File: src/rtl/ttd_pkg.sv
// Package for the temperature trend detector: shared types and constants.
// No dependencies; used by every other file of the block.
package ttd_pkg;

  localparam int SAMPLE_W   = 16;
  localparam int EVAL_CELLS = 16;          // history positions a span can reach
  localparam int PADDR_W    = 5;
  localparam logic [3:0] K_LAST = 4'd15;   // largest neighbor offset probed

  localparam logic signed [SAMPLE_W-1:0] EMPTY_MARK = 16'sh8000;

  // register indexes (paddr[4:2])
  localparam logic [2:0] REG_WARM_CHANGE = 3'd0;
  localparam logic [2:0] REG_WARM_SPAN   = 3'd1;
  localparam logic [2:0] REG_COOL_CHANGE = 3'd2;
  localparam logic [2:0] REG_COOL_SPAN   = 3'd3;
  localparam logic [2:0] REG_COOL_WINDOW = 3'd4;
  localparam logic [2:0] REG_COOL_LIMIT  = 3'd5;

  typedef struct packed {
    logic [15:0] warm_change;
    logic [3:0]  warm_span;
    logic [15:0] cool_change;
    logic [3:0]  cool_span;
    logic [4:0]  cool_window;
    logic [15:0] cool_limit;
  } cfg_t;

  // compare results of one cell: probe value against own history entry
  typedef struct packed {
    logic steep_cool;  // |p - h| >= cool_limit
    logic steep_warm;  // |p - h| >= warm_change
    logic pos;         // p > h
    logic neg;         // p < h
    logic fall;        // p - h > cool_change
  } cell_flags_t;

  typedef struct packed {
    logic load;  // shift history, reload probe line at offset one
    logic step;  // move probe line one position toward the newest end
  } cell_ctrl_t;

endpackage

File: src/rtl/ttd_if.sv
// Stream interfaces for the sample and result channels.
// Depends on ttd_pkg for the sample width.
interface ttd_in_if;
  logic                                    valid;
  logic                                    ready;
  logic signed [ttd_pkg::SAMPLE_W-1:0]     sample;

  modport source (output valid, output sample, input ready);
  modport sink   (input valid, input sample, output ready);
endinterface

interface ttd_out_if;
  logic       valid;
  logic       ready;
  logic       warming;
  logic       cooling;
  logic [4:0] fill_count;

  modport source (output valid, output warming, output cooling, output fill_count,
                  input ready);
  modport sink   (input valid, input warming, input cooling, input fill_count,
                  output ready);
endinterface

File: src/rtl/ttd_cfg.sv
// APB-style register bank holding the detector thresholds and spans.
// Depends on ttd_pkg (cfg_t, register indexes).
module ttd_cfg (
  input  logic                        clk,
  input  logic                        rst_n,
  input  logic                        psel,
  input  logic                        penable,
  input  logic                        pwrite,
  input  logic [ttd_pkg::PADDR_W-1:0] paddr,
  input  logic [31:0]                 pwdata,
  output logic [31:0]                 prdata,
  output logic                        pready,
  output ttd_pkg::cfg_t               cfg_o
);

  ttd_pkg::cfg_t cfg_r, cfg_nxt;
  logic [2:0]    reg_idx;
  logic          wr_en;

  assign pready  = 1'b1;
  assign reg_idx = paddr[4:2];
  assign wr_en   = psel && penable && pwrite;

  always_comb begin
    cfg_nxt = cfg_r;
    if (wr_en) begin
      unique case (reg_idx)
        ttd_pkg::REG_WARM_CHANGE: cfg_nxt.warm_change = pwdata[15:0];
        ttd_pkg::REG_WARM_SPAN:   cfg_nxt.warm_span   = pwdata[3:0];
        ttd_pkg::REG_COOL_CHANGE: cfg_nxt.cool_change = pwdata[15:0];
        ttd_pkg::REG_COOL_SPAN:   cfg_nxt.cool_span   = pwdata[3:0];
        ttd_pkg::REG_COOL_WINDOW: cfg_nxt.cool_window = pwdata[4:0];
        ttd_pkg::REG_COOL_LIMIT:  cfg_nxt.cool_limit  = pwdata[15:0];
        default: ;
      endcase
    end
  end

  always_ff @(posedge clk) begin
    if (!rst_n) begin
      cfg_r.warm_change <= 16'd16;
      cfg_r.warm_span   <= 4'd3;
      cfg_r.cool_change <= 16'd16;
      cfg_r.cool_span   <= 4'd8;
      cfg_r.cool_window <= 5'd3;
      cfg_r.cool_limit  <= 16'd16;
    end else begin
      cfg_r <= cfg_nxt;
    end
  end

  always_comb begin
    unique case (reg_idx)
      ttd_pkg::REG_WARM_CHANGE: prdata = {16'd0, cfg_r.warm_change};
      ttd_pkg::REG_WARM_SPAN:   prdata = {28'd0, cfg_r.warm_span};
      ttd_pkg::REG_COOL_CHANGE: prdata = {16'd0, cfg_r.cool_change};
      ttd_pkg::REG_COOL_SPAN:   prdata = {28'd0, cfg_r.cool_span};
      ttd_pkg::REG_COOL_WINDOW: prdata = {27'd0, cfg_r.cool_window};
      ttd_pkg::REG_COOL_LIMIT:  prdata = {16'd0, cfg_r.cool_limit};
      default:                  prdata = 32'd0;
    endcase
  end

  assign cfg_o = cfg_r;

endmodule

File: src/rtl/ttd_cell.sv
// One history cell: holds an entry and a probe value that walks down the row,
// and compares the two each cycle. Depends on ttd_pkg.
module ttd_cell (
  input  logic                                clk,
  input  logic                                rst_n,
  input  ttd_pkg::cell_ctrl_t                 ctrl_i,
  input  logic signed [ttd_pkg::SAMPLE_W-1:0] hist_in_i,    // from newer neighbor
  input  logic signed [ttd_pkg::SAMPLE_W-1:0] probe_load_i, // older neighbor's next entry
  input  logic signed [ttd_pkg::SAMPLE_W-1:0] probe_in_i,   // older neighbor's probe
  input  logic [15:0]                         warm_change_i,
  input  logic [15:0]                         cool_change_i,
  input  logic [15:0]                         cool_limit_i,
  output logic signed [ttd_pkg::SAMPLE_W-1:0] hist_o,
  output logic signed [ttd_pkg::SAMPLE_W-1:0] probe_o,
  output ttd_pkg::cell_flags_t                flags_o
);

  logic signed [ttd_pkg::SAMPLE_W-1:0] hist_r, hist_nxt;
  logic signed [ttd_pkg::SAMPLE_W-1:0] probe_r, probe_nxt;
  logic signed [ttd_pkg::SAMPLE_W:0]   diff;
  logic        [ttd_pkg::SAMPLE_W:0]   abs_diff;

  always_comb begin
    hist_nxt  = hist_r;
    probe_nxt = probe_r;
    if (ctrl_i.load) begin
      hist_nxt  = hist_in_i;
      probe_nxt = probe_load_i;
    end else if (ctrl_i.step) begin
      probe_nxt = probe_in_i;
    end
  end

  always_ff @(posedge clk) begin
    if (!rst_n) begin
      hist_r <= ttd_pkg::EMPTY_MARK;
    end else begin
      hist_r <= hist_nxt;
    end
  end

  always_ff @(posedge clk) begin
    probe_r <= probe_nxt;
  end

  assign diff     = {probe_r[15], probe_r} - {hist_r[15], hist_r};
  assign abs_diff = diff[16] ? 17'(-diff) : 17'(diff);

  assign flags_o.steep_cool = abs_diff >= {1'b0, cool_limit_i};
  assign flags_o.steep_warm = abs_diff >= {1'b0, warm_change_i};
  assign flags_o.pos        = !diff[16] && (diff != 17'sd0);
  assign flags_o.neg        = diff[16];
  assign flags_o.fall       = diff > $signed({1'b0, cool_change_i});

  assign hist_o  = hist_r;
  assign probe_o = probe_r;

endmodule

File: src/rtl/ttd_ctrl.sv
// Sequencer: walks the probe offset from 1 to 15, folds the cell flags into
// the warming and cooling decisions and holds the result register.
// Depends on ttd_pkg.
module ttd_ctrl (
  input  logic                 clk,
  input  logic                 rst_n,
  input  ttd_pkg::cfg_t        cfg_i,
  input  ttd_pkg::cell_flags_t flags_i [ttd_pkg::EVAL_CELLS],
  input  logic                 in_valid_i,
  output logic                 in_ready_o,
  input  logic                 out_ready_i,
  input  logic [4:0]           fill_i,
  output ttd_pkg::cell_ctrl_t  ctrl_o,
  output logic                 out_valid_o,
  output logic                 warming_o,
  output logic                 cooling_o,
  output logic [4:0]           fill_count_o
);

  typedef enum logic [1:0] {
    ST_IDLE = 2'b01,
    ST_EVAL = 2'b10
  } state_t;

  state_t     state_r, state_nxt;
  logic [3:0] k_r, k_nxt;

  logic warm_hit_r, warm_hit_nxt;
  logic warm_gt_r,  warm_gt_nxt;
  logic cool_fall_r, cool_fall_nxt;
  logic any_pos_r, any_pos_nxt;
  logic any_neg_r, any_neg_nxt;
  logic veto_r, veto_nxt;

  logic out_valid_r, out_valid_nxt;
  logic warming_r, cooling_r;
  logic [4:0] fill_out_r;

  logic accept, step, finish;
  logic warm_res, cool_res;
  logic pos_now, neg_now, veto_now;

  assign in_ready_o = (state_r == ST_IDLE);
  assign accept     = in_valid_i && in_ready_o;
  assign step       = (state_r == ST_EVAL)
                      && !((k_r == ttd_pkg::K_LAST) && out_valid_r && !out_ready_i);
  assign finish     = step && (k_r == ttd_pkg::K_LAST);

  // per-offset reductions over the row
  always_comb begin
    pos_now  = 1'b0;
    neg_now  = 1'b0;
    veto_now = 1'b0;
    for (int i = 0; i < ttd_pkg::EVAL_CELLS; i++) begin
      if (4'(i) < cfg_i.cool_span) begin
        pos_now = pos_now | flags_i[i].pos;
        neg_now = neg_now | flags_i[i].neg;
      end
      // window start i is in range while start + window - 1 <= span
      if ((6'(i) + 6'(cfg_i.cool_window)) <= (6'(cfg_i.cool_span) + 6'd1)) begin
        veto_now = veto_now | flags_i[i].steep_cool;
      end
    end
  end

  always_comb begin
    state_nxt     = state_r;
    k_nxt         = k_r;
    warm_hit_nxt  = warm_hit_r;
    warm_gt_nxt   = warm_gt_r;
    cool_fall_nxt = cool_fall_r;
    any_pos_nxt   = any_pos_r;
    any_neg_nxt   = any_neg_r;
    veto_nxt      = veto_r;
    unique case (state_r)
      ST_IDLE: begin
        if (accept) begin
          state_nxt     = ST_EVAL;
          k_nxt         = 4'd1;
          warm_hit_nxt  = 1'b0;
          warm_gt_nxt   = 1'b0;
          cool_fall_nxt = 1'b0;
          any_pos_nxt   = 1'b0;
          any_neg_nxt   = 1'b0;
          veto_nxt      = 1'b0;
        end
      end
      ST_EVAL: begin
        if (step) begin
          if (k_r <= cfg_i.warm_span) warm_hit_nxt = warm_hit_r | flags_i[0].steep_warm;
          if (k_r == cfg_i.warm_span) warm_gt_nxt = flags_i[0].neg;
          if (k_r == cfg_i.cool_span) cool_fall_nxt = flags_i[0].fall;
          if (k_r == 4'd1) begin
            any_pos_nxt = pos_now;
            any_neg_nxt = neg_now;
          end
          if ({1'b0, k_r} < cfg_i.cool_window) veto_nxt = veto_r | veto_now;
          if (finish) begin
            state_nxt = ST_IDLE;
          end else begin
            k_nxt = k_r + 4'd1;
          end
        end
      end
      default: state_nxt = ST_IDLE;
    endcase
  end

  assign warm_res = (cfg_i.warm_span != 4'd0) && warm_gt_nxt && warm_hit_nxt;
  assign cool_res = (cfg_i.cool_span != 4'd0)
                    && (cfg_i.cool_window <= ({1'b0, cfg_i.cool_span} + 5'd1))
                    && cool_fall_nxt
                    && !(any_pos_nxt && any_neg_nxt)
                    && !veto_nxt;

  always_comb begin
    out_valid_nxt = out_valid_r;
    if (out_valid_r && out_ready_i) out_valid_nxt = 1'b0;
    if (finish)                     out_valid_nxt = 1'b1;
  end

  always_ff @(posedge clk) begin
    if (!rst_n) begin
      state_r     <= ST_IDLE;
      k_r         <= 4'd1;
      out_valid_r <= 1'b0;
    end else begin
      state_r     <= state_nxt;
      k_r         <= k_nxt;
      out_valid_r <= out_valid_nxt;
    end
  end

  always_ff @(posedge clk) begin
    warm_hit_r  <= warm_hit_nxt;
    warm_gt_r   <= warm_gt_nxt;
    cool_fall_r <= cool_fall_nxt;
    any_pos_r   <= any_pos_nxt;
    any_neg_r   <= any_neg_nxt;
    veto_r      <= veto_nxt;
    if (finish) begin
      warming_r  <= warm_res;
      cooling_r  <= cool_res;
      fill_out_r <= fill_i;
    end
  end

  assign ctrl_o.load  = accept;
  assign ctrl_o.step  = step;
  assign out_valid_o  = out_valid_r;
  assign warming_o    = warming_r;
  assign cooling_o    = cooling_r;
  assign fill_count_o = fill_out_r;

endmodule

File: src/rtl/temperature_trend_detector_unit.sv
// Temperature trend detector: one result per sample; a new sample is taken only
// after the evaluation of the previous one has finished. The probe line steps
// through offsets 1..15 along the row of cells; the result is registered at
// the last offset, which waits while an earlier result is still not taken.
// Reset (rst_n low, synchronous): history cleared to the empty marker,
// fill count zero, registers to their defaults, no result pending.
module temperature_trend_detector_unit #(
  parameter int HISTORY_DEPTH = 16
) (
  input  logic                        clk,
  input  logic                        rst_n,
  ttd_in_if.sink                      in_ch,
  ttd_out_if.source                   out_ch,
  input  logic                        psel,
  input  logic                        penable,
  input  logic                        pwrite,
  input  logic [ttd_pkg::PADDR_W-1:0] paddr,
  input  logic [31:0]                 pwdata,
  output logic [31:0]                 prdata,
  output logic                        pready
);

  localparam int FILL_W = $clog2(HISTORY_DEPTH + 1);

  ttd_pkg::cfg_t        cfg;
  ttd_pkg::cell_ctrl_t  cell_ctrl;
  ttd_pkg::cell_flags_t cell_flags [HISTORY_DEPTH];
  ttd_pkg::cell_flags_t eval_flags [ttd_pkg::EVAL_CELLS];
  ttd_pkg::cell_flags_t virt_flags;

  logic signed [ttd_pkg::SAMPLE_W-1:0] hist_w  [HISTORY_DEPTH];
  logic signed [ttd_pkg::SAMPLE_W-1:0] probe_w [HISTORY_DEPTH];

  logic [FILL_W-1:0] fill_r, fill_nxt;
  logic [6:0]        fill_ext;
  logic [4:0]        fill_sat;

  ttd_cfg u_cfg (
    .clk     (clk),
    .rst_n   (rst_n),
    .psel    (psel),
    .penable (penable),
    .pwrite  (pwrite),
    .paddr   (paddr),
    .pwdata  (pwdata),
    .prdata  (prdata),
    .pready  (pready),
    .cfg_o   (cfg)
  );

  for (genvar i = 0; i < HISTORY_DEPTH; i++) begin : g_cell
    logic signed [ttd_pkg::SAMPLE_W-1:0] hin, pload, pin;
    if (i == 0) begin : g_first
      assign hin = in_ch.sample;
    end else begin : g_mid
      assign hin = hist_w[i-1];
    end
    if (i == HISTORY_DEPTH - 1) begin : g_last
      assign pload = ttd_pkg::EMPTY_MARK;
      assign pin   = ttd_pkg::EMPTY_MARK;
    end else begin : g_inner
      assign pload = hist_w[i];
      assign pin   = probe_w[i+1];
    end
    ttd_cell u_cell (
      .clk           (clk),
      .rst_n         (rst_n),
      .ctrl_i        (cell_ctrl),
      .hist_in_i     (hin),
      .probe_load_i  (pload),
      .probe_in_i    (pin),
      .warm_change_i (cfg.warm_change),
      .cool_change_i (cfg.cool_change),
      .cool_limit_i  (cfg.cool_limit),
      .hist_o        (hist_w[i]),
      .probe_o       (probe_w[i]),
      .flags_o       (cell_flags[i])
    );
  end

  // positions past the history hold the empty marker against itself
  assign virt_flags.steep_cool = (cfg.cool_limit == 16'd0);
  assign virt_flags.steep_warm = (cfg.warm_change == 16'd0);
  assign virt_flags.pos        = 1'b0;
  assign virt_flags.neg        = 1'b0;
  assign virt_flags.fall       = 1'b0;

  for (genvar j = 0; j < ttd_pkg::EVAL_CELLS; j++) begin : g_eval
    if (j < HISTORY_DEPTH) begin : g_real
      assign eval_flags[j] = cell_flags[j];
    end else begin : g_virt
      assign eval_flags[j] = virt_flags;
    end
  end

  // fill count tracks the shift: a marker sample restarts it at zero
  always_comb begin
    fill_nxt = fill_r;
    if (cell_ctrl.load) begin
      if (in_ch.sample == ttd_pkg::EMPTY_MARK) begin
        fill_nxt = '0;
      end else if (fill_r != FILL_W'(HISTORY_DEPTH)) begin
        fill_nxt = fill_r + FILL_W'(1);
      end
    end
  end

  always_ff @(posedge clk) begin
    if (!rst_n) begin
      fill_r <= '0;
    end else begin
      fill_r <= fill_nxt;
    end
  end

  assign fill_ext = 7'(fill_r);
  assign fill_sat = (fill_ext > 7'd31) ? 5'd31 : fill_ext[4:0];

  ttd_ctrl u_ctrl (
    .clk          (clk),
    .rst_n        (rst_n),
    .cfg_i        (cfg),
    .flags_i      (eval_flags),
    .in_valid_i   (in_ch.valid),
    .in_ready_o   (in_ch.ready),
    .out_ready_i  (out_ch.ready),
    .fill_i       (fill_sat),
    .ctrl_o       (cell_ctrl),
    .out_valid_o  (out_ch.valid),
    .warming_o    (out_ch.warming),
    .cooling_o    (out_ch.cooling),
    .fill_count_o (out_ch.fill_count)
  );

  a_busy_after_accept: assert property (@(posedge clk) disable iff (!rst_n)
    in_ch.valid && in_ch.ready |=> !in_ch.ready)
    else $error("sample taken while evaluation in progress");

  // out_ch.valid comes from the registered out_valid_r, set when the last offset finishes
  a_result_after_accept: assert property (@(posedge clk) disable iff (!rst_n)
    in_ch.valid && in_ch.ready |-> ##16 out_ch.valid)
    else $error("no result pending 16 cycles after sample transfer");

  a_fill_bound: assert property (@(posedge clk) disable iff (!rst_n)
    fill_r <= FILL_W'(HISTORY_DEPTH))
    else $error("fill count beyond history depth");

endmodule
File: src/flat_wrapper.sv
// flat-port wrapper written by rule: the top's interface ports become plain ports
module temperature_trend_detector_unit_flat 
#(
  parameter int HISTORY_DEPTH = 16
)
  (clk, rst_n, psel, penable, pwrite, paddr, pwdata, prdata, pready, in_ch_valid, in_ch_sample, in_ch_ready, out_ch_valid, out_ch_warming, out_ch_cooling, out_ch_fill_count, out_ch_ready);
  ttd_in_if in_ch_i ();
  ttd_out_if out_ch_i ();
  input  logic clk;
  input  logic rst_n;
  input  logic psel;
  input  logic penable;
  input  logic pwrite;
  input  logic [ttd_pkg::PADDR_W-1:0] paddr;
  input  logic [31:0] pwdata;
  output logic [31:0] prdata;
  output logic pready;
  input wire logic [$bits(in_ch_i.valid)-1:0] in_ch_valid;
  input wire logic [$bits(in_ch_i.sample)-1:0] in_ch_sample;
  output wire logic [$bits(in_ch_i.ready)-1:0] in_ch_ready;
  output wire logic [$bits(out_ch_i.valid)-1:0] out_ch_valid;
  output wire logic [$bits(out_ch_i.warming)-1:0] out_ch_warming;
  output wire logic [$bits(out_ch_i.cooling)-1:0] out_ch_cooling;
  output wire logic [$bits(out_ch_i.fill_count)-1:0] out_ch_fill_count;
  input wire logic [$bits(out_ch_i.ready)-1:0] out_ch_ready;
  assign in_ch_i.valid = in_ch_valid;
  assign in_ch_i.sample = in_ch_sample;
  assign in_ch_ready = in_ch_i.ready;
  assign out_ch_valid = out_ch_i.valid;
  assign out_ch_warming = out_ch_i.warming;
  assign out_ch_cooling = out_ch_i.cooling;
  assign out_ch_fill_count = out_ch_i.fill_count;
  assign out_ch_i.ready = out_ch_ready;
  temperature_trend_detector_unit #(.HISTORY_DEPTH(HISTORY_DEPTH)) u_core (.clk(clk), .rst_n(rst_n), .in_ch(in_ch_i), .out_ch(out_ch_i), .psel(psel), .penable(penable), .pwrite(pwrite), .paddr(paddr), .pwdata(pwdata), .prdata(prdata), .pready(pready));
endmodule
File: config.mk
export PLATFORM = sky130hd
export DESIGN_NAME = temperature_trend_detector_unit_flat
export DESIGN_NICKNAME = d
export VERILOG_FILES = /design/src/rtl/ttd_pkg.sv /design/src/rtl/ttd_if.sv /design/src/rtl/ttd_cfg.sv /design/src/rtl/ttd_cell.sv /design/src/rtl/ttd_ctrl.sv /design/src/rtl/temperature_trend_detector_unit.sv /design/src/flat_wrapper.sv
export SDC_FILE = /design/constraint.sdc
export NUM_CORES = 2
export LEC_CHECK = 0
export ABC_CLOCK_PERIOD_IN_PS = 15720
export BUFFER_PORTS_ARGS = -buffer_cell sky130_fd_sc_hd__buf_2
export CORE_MARGIN = 3
export CORE_UTILIZATION = 45
export CTS_BUF_LIST = sky130_fd_sc_hd__clkbuf_8
export DETAILED_ROUTE_END_ITERATION = 10
export HOLD_SLACK_MARGIN = 0.03
export PLACE_DENSITY_LB_ADDON = 0.15
export SLEW_MARGIN = 0
export SYNTH_ARGS = -nofsm -noshare
export SYNTH_HDL_FRONTEND = slang
export SYNTH_SLANG_ARGS = --single-unit
File: constraint.sdc
create_clock -name clk -period 15.72 [get_ports clk]
set_clock_uncertainty 0.1 [all_clocks]
set_input_delay 1.572 -clock clk [delete_from_list [all_inputs] [get_ports clk]]
set_output_delay 1.572 -clock clk [all_outputs]
set_load 0.1 [all_outputs]
Word-level counts from Yosys, hierarchy flattened
Index checks and enable logic that the tools add are counted.
- memories kept: 0
- bits in latches: 0
- bits in read-only memories: 0
- memory bits (writable): 0
- logic and storage cells: 433
- register bits after elaboration: 582
- multiplexer cells: 131
- multipliers: 0
- bitwise logic cells: 47
- add/subtract/negate cells: 51
- divide/modulo/power cells: 0
- equality and inequality tests: 17
- reductions and logical operators: 83
- shift-type cells: 0
- magnitude comparators: 54
- operators by type and width (cell ; count):
    two-way mux 16 bit ; 30
    greater-or-equal comparator 17 x 16 -> 1 bit ; 17
    two-way mux 17 bit ; 16
    negator 17 bit ; 16
    nonzero test 17 bit ; 16
    subtractor 16 x 16 -> 17 bit ; 15
    one-hot mux 16 bit (6 select lines) ; 1
    less-or-equal comparator 6 bit ; 14
    two-way mux 1 bit ; 68
    adder 4 x 5 -> 6 bit, first input constant ; 8
    bitwise OR 1 bit ; 47
    less-than comparator 4 bit, first input constant ; 8
    logical AND 1 bit ; 31
    adder 3 x 5 -> 6 bit, first input constant ; 4
    zero test 1 bit ; 20
    greater-than comparator 17 bit ; 1
    subtractor 16 x 16 -> 17 bit, first input constant ; 1
    == test 16 bit, second input constant ; 1
    less-than comparator 3 x 4 -> 1 bit, first input constant ; 4
    AND reduction 2 bit ; 7
    adder 2 x 5 -> 6 bit, first input constant ; 2
    two-way mux 4 bit ; 3
    one-hot mux 1 bit (2 select lines) ; 6
    adder 4 x 1 -> 5 bit, second input constant ; 2
    31 further kinds ; 45

Longest topological paths before layout
- depth after elaboration: 41
- mapped depth: 26

Cells and area by module
Synthesis repeated with hierarchy kept, for this count alone.
- cells, all modules: 7684
- area total of the unflattened synthesis: 66641.4 µm²
- modules (own cells, without submodules) (module ; sequential area each (µm²) ; area an instance (µm²) ; instances ; cells an instance):
    ttd_cell (u_core.g_cell[12].u_cell ...) ; 800.8 ; 3731.1 ; 10 ; 426
    ttd_cell (u_core.g_cell[0].u_cell ...) ; 800.8 ; 3739.8 ; 5 ; 434
    ttd_cell (u_core.g_cell[1].u_cell) ; 800.8 ; 3860.0 ; 1 ; 454
    ttd_ctrl ; 470.5 ; 3458.3 ; 1 ; 442
    ttd_cfg ; 1221.2 ; 2931.6 ; 1 ; 312
    temperature_trend_detector_unit ; 100.1 ; 381.6 ; 1 ; 46

Worst setup path before layout
No wires, ideal clock.
- path type: input port to flip-flop
- from: in in_ch_valid
- to: reg u_core.g_cell[0].u_cell.probe_r (netlist bit u_core.g_cell[0].u_cell.probe_o[0]) (enable)
- stages on the path: 4
- arrival time: 6274 ps
- slack: 7502 ps
- required time: 13775 ps
- cell sequence: nand2_1 > clkbuf_1 > clkbuf_1 > nand2_1
- longest elaborated chain between the ends: 2
- ends and longest elaborated chain (what ; line ; text):
    start, declared ; flat_wrapper.sv:18 ; input wire logic [$bits(in_ch_i.valid)-1:0] in_ch_valid;
    logical AND 1 bit ; ttd_ctrl.sv:44 ; assign accept = in_valid_i && in_ready_o;
    nonzero test 2 bit (no source line) ; -- ;
    end signal, assigned ; ttd_cell.sv:43 ; probe_r <= probe_nxt;
    end, declared ; ttd_cell.sv:19 ; logic signed [ttd_pkg::SAMPLE_W-1:0] probe_r, probe_nxt;
No other way between the ends.
A chain may end at the register's enable or synchronous reset.

Worst setup path in the final report
- from: reg u_core.g_cell[3].u_cell.probe_r (netlist bit u_core.g_cell[3].u_cell.probe_o[0])
- to: reg u_core.u_ctrl.cooling_r (netlist: u_core.u_ctrl.cooling_o) (data pin)
- longest elaborated chain between the ends: 36
- elaborated cells between the ends (all ways): 100
- ends and longest elaborated chain (what ; line ; text):
    start, declared ; ttd_cell.sv:19 ;
    start signal, assigned ; ttd_cell.sv:43 ;
    subtractor 16 x 16 -> 17 bit * ; ttd_cell.sv:46 ; assign diff = {probe_r[15], probe_r} - {hist_r[15], hist_r};
    negator 17 bit ; ttd_cell.sv:47 ; assign abs_diff = diff[16] ? 17'(-diff) : 17'(diff);
    two-way mux 17 bit * ; ttd_cell.sv:47 ;
    greater-or-equal comparator 17 x 16 -> 1 bit * ; ttd_cell.sv:49 ; assign flags_o.steep_cool = abs_diff >= {1'b0, cool_limit_i};
    bitwise OR 1 bit * ; ttd_ctrl.sv:61 ; veto_now = veto_now | flags_i[i].steep_cool;
    two-way mux 1 bit * ; ttd_ctrl.sv:60 ; if ((6'(i) + 6'(cfg_i.cool_window)) <= (6'(cfg_i.cool_span) + 6'd1)) begin
    bitwise OR 1 bit ; ttd_ctrl.sv:61 ;
    two-way mux 1 bit * ; ttd_ctrl.sv:60 ;
    (+22 left out) ; -- ;
    bitwise OR 1 bit * ; ttd_ctrl.sv:97 ; if ({1'b0, k_r} < cfg_i.cool_window) veto_nxt = veto_r | veto_now;
    two-way mux 1 bit * ; ttd_ctrl.sv:97 ;
    two-way mux 1 bit * ; ttd_ctrl.sv:89 ; if (step) begin
    one-hot mux 1 bit (2 select lines) * ; ttd_ctrl.sv:75 ; unique case (state_r)
    net u_core.u_ctrl.veto_nxt ; ttd_ctrl.sv:33 ; logic veto_r, veto_nxt;
    zero test 1 bit * ; ttd_ctrl.sv:114 ; && !veto_nxt;
    logical AND 1 bit * ; ttd_ctrl.sv:114 ;
    net u_core.u_ctrl.cool_res ; ttd_ctrl.sv:40 ; logic warm_res, cool_res;
    end signal, assigned ; ttd_ctrl.sv:143 ; cooling_r <= cool_res;
    end, declared ; ttd_ctrl.sv:36 ; logic warming_r, cooling_r;
The timed path passes the listed nets; every way through them passes the cells marked *.

==> out/qor.csv <==
metric;value;unit
Fillers;11300;
TritonRoute pass-1 iters;9;
via-per-instance ratio;5.75;
Mapped Cells;6446;
CP max stage cell;a2111oi_0;
CORE AREA;113000;sq um
run status;finished, final reports clean;
final design utilization;49.1;%
htree depth;3;
Longest Clk Path Bufs;3;
Async S/R FF share, synth;0;%
Post-CTS Repair Setup Buffers;0;
hold-fix buffer count after cts;0;
Port Buf Inserts;66;
Final Hold Vio Count;0;
crit path DAT;7300;ps
simple-gate share of the synthesized area;21.7;%
most frequent cells in the layout;nand2_1 (1319), ha_1 (620), inv_1 (469);
Max FO, Critical Path;5;
DP HPWL;120000;microns
Netlist Area Pre-Place;51500;sq um
post-synthesis mux area share;0.981;%
DIE HEIGHT;344;microns
crit-path cells;inv_1 > ha_1 > inv_1 > fa_1 > a211oi_2 > o21ai_1 > a21o_1 > a311oi_1 > o2111ai_1 > or3_4 > o21ai_0 > xnor2_1 > ha_1 > nand4_1 > a21oi_1 > a2111oi_0 > a21oi_1 > a2111oi_0 > nand4_1 > nor4_1 > o2111ai_1 > nor4_1 > o211ai_1 > a211oi_1;
number of global-route vias before repair;43200;
fmax;146;MHz
Final GP Congestion;0.915;
logic depth of the worst register-to-register path;24;
Post-route DRC;0;
cts repair resizes;0;
total vias in the final route;46100;
starting density of the core;45.6;%
initial antenna violation count;8;
Rel. slew slack;21.4;%
setup TNS;0;ps
hold path cells;2;
largest family of logic cells by synthesized area;simple AND/OR/NAND/NOR gates;
WL final;160000;microns
ANT nets after route;0;
Netlist cell types;124;
clock root buffer;clkbuf_8;
die area;119000;sq um
clock sinks;582;
RSZ-0062 raised after global routing;no;
Worst-Skew Late Latency;810;ps
number of synthesized flops with an enable pin;247;
Worst Hold Path EP;u_core.g_cell[14].u_cell.hist_o[1];
worst path required time;16170;ps
area leader, netlist;ha_1;
most common cell after layout, fill and taps aside;nand2_1;
PwrDens;250;nW/um^2
largest net degree at the start of global routing;169;
WS Path Type;reg2reg;
RR Startpoint;u_core.g_cell[3].u_cell.probe_o[0];
VDD IR max;0.114;mV
synth-to-layout area growth;7.61;%
post-synthesis xor/xnor area fraction;7.35;%
global-route wire length before repair;250000;microns
Synth warnings;0;
r2r endpoint;u_core.u_ctrl.cooling_o;
CTS Buf Count;111;
Starting DRT DRC Count;3373;
Post-Synth Adder-Cell Area;15.7;%
leakage power;22.0;nW
Hold Crit Class;reg2reg;
die width;344;microns
top cells by area, synth;ha_1 (15%), edfxtp_1 (14%), dfxtp_1 (13%);
CP endpoint kind;flop;
Routed WL per cell;20.0;microns
nets;7112;
max_cap viols;0;
TritonCTS clock tree;done;
grt ovf;0;
area share of the largest cell type after synthesis;15.1;%
GR Util All Layers;26.6;%
r2r setup slk;8870;ps
CP startpoint kind;flop;
fin crit share;43.6;%
Synth Flop Type;dfxtp_1;
clk slew on worst S/H paths;70;ps
slowest stage delay, CP;620;ps
post-synthesis compound-gate area fraction;21.6;%
worst hold start;u_core.g_cell[14].u_cell.hist_o[1];
pins over their slew limit;0;
Std-Cell Rows;123;
sequential cell area fraction in the yosys report;27.4;%
share of layout cells above drive strength 1;5.97;%
Yosys reg bits;582;
final setup fails;0;
mean area per synthesized cell;7.99;sq um
clock period minus worst slack;6850;ps
number of top-level pins;102;
Worst-Margin Slew;1180;ps
## synth_stat cells (15+ instances only)
| cell | number |
|---|---|
| a31oi_1 | 47 |
| o21a_1 | 88 |
| nand3_1 | 108 |
| nor2b_1 | 80 |
| nor2_1 | 327 |
| o211ai_1 | 75 |
| a21o_1 | 103 |
| nand4_1 | 75 |
| nor4_1 | 40 |
| a211oi_1 | 54 |
| nor3b_1 | 21 |
| dfxtp_1 | 335 |
| and2_1 | 41 |
| edfxtp_1 | 247 |
| a21boi_0 | 286 |
| buf_4 | 17 |
| o31a_1 | 15 |
| xnor2_1 | 290 |
| nand2b_1 | 63 |
| ha_1 | 620 |
| or2_2 | 31 |
| fa_1 | 16 |
| xor2_1 | 142 |
| o2111ai_1 | 22 |
| a211o_1 | 20 |
| and3_1 | 50 |
| nand3b_1 | 16 |
| mux2i_1 | 46 |
| nor3_1 | 76 |
| clkbuf_1 | 228 |
| o21ai_0 | 311 |
| or4_1 | 26 |
| inv_1 | 431 |
| o31ai_1 | 46 |
| a21oi_1 | 297 |
| or3_1 | 53 |
| nand2_1 | 1321 |
| a2111oi_0 | 29 |
| o22ai_1 | 24 |
## state kept, by name, indices dropped and copies added (netlist names)
register and count:
u_core.u_ctrl.k_r 4, u_core.u_ctrl.fill_count_o 5, u_core.u_cfg.cfg_o 61, u_core.u_ctrl.cool_fall_r 1, u_core.u_ctrl.warm_gt_r 1, u_core.fill_r 5
u_core.u_ctrl.warming_o 1, u_core.g_cell.u_cell.hist_o 256, u_core.u_ctrl.any_neg_r 1, u_core.u_ctrl.state_r 2, u_core.u_ctrl.any_pos_r 1, u_core.g_cell.u_cell.probe_o 240
u_core.u_ctrl.warm_hit_r 1, u_core.u_ctrl.out_valid_o 1, u_core.u_ctrl.veto_r 1, u_core.u_ctrl.cooling_o 1
## metrics by stage
stage	setup slack, ps	area, sq um	std cells	hold slack (ps)	power [W]
floorplan	7500	51600	6461	336	0.00984
global placement	9120	53000	7803	351	0.0119
detailed placement	9030	53000	7803	359	0.0121
CTS	8970	55400	8011	368	0.0138
global route	8360	55400	8013	386	0.0152
finish	8870	55400	8014	365	0.0139
## cells by family after synthesis
group / after synthesis
and+or+nand+nor: 2422
AOI/OAI and AO/OA: 1623
other: 2
adders and majority gates: 636
xor gates and xnor gates: 432
DFF: 582
buffers and inverters: 699
muxes: 50
## cell type report
class	instances	area [sq um]	share of cell area, %
tap	1500	1880	3.39
timing repair buffer	109	688	1.24
clock inverter	76	576	1.04
multi-input combinational	5180	34700	62.6
clock buffer	132	1820	3.28
inverter	432	1620	2.93
sequential	582	14100	25.5
antenna	3	7.51	0.0135
## layer usage
metal | part of all wire [%] | track usage, %
met3 | 4.9 | 3.00
met1 | 47 | 36.8
met2 | 46 | 43.9
met5 | 0.014 | 0
met4 | 2.8 | 7.29
## worst max path at each step
stage                                            start                                  to  slack, ps  depth (start not counted)
global placement    u_core.g_cell[3].u_cell.probe_o[0]             u_core.u_ctrl.cooling_o       9120                         24
finish              u_core.g_cell[3].u_cell.probe_o[0]             u_core.u_ctrl.cooling_o       8870                         24
detailed placement  u_core.g_cell[3].u_cell.probe_o[0]             u_core.u_ctrl.cooling_o       9030                         24
global route        u_core.g_cell[3].u_cell.probe_o[0]             u_core.u_ctrl.cooling_o       8360                         24
floorplan                                  in_ch_valid  u_core.g_cell[0].u_cell.probe_o[0]       7500                          4
CTS                 u_core.g_cell[3].u_cell.probe_o[0]             u_core.u_ctrl.cooling_o       8970                         24
## power by group
group / switching [W] / internal [W]
clock: 0.000724 / 0.000910
combinational: 0.00593 / 0.00395
sequential: 0.000261 / 0.00209
total: 0.00692 / 0.00695
## critical path, delay by kind of cell, from the launching register on
family / cells / cell delay (ps)
buffers and inverters: 2 / 130
DFF: 1 / 350
xor gates and xnor gates: 1 / 100
adders and majority gates: 3 / 940
AOI/OAI and AO/OA: 13 / 3640
and+or+nand+nor: 5 / 1310
Power figures use the tool's default switching activity.
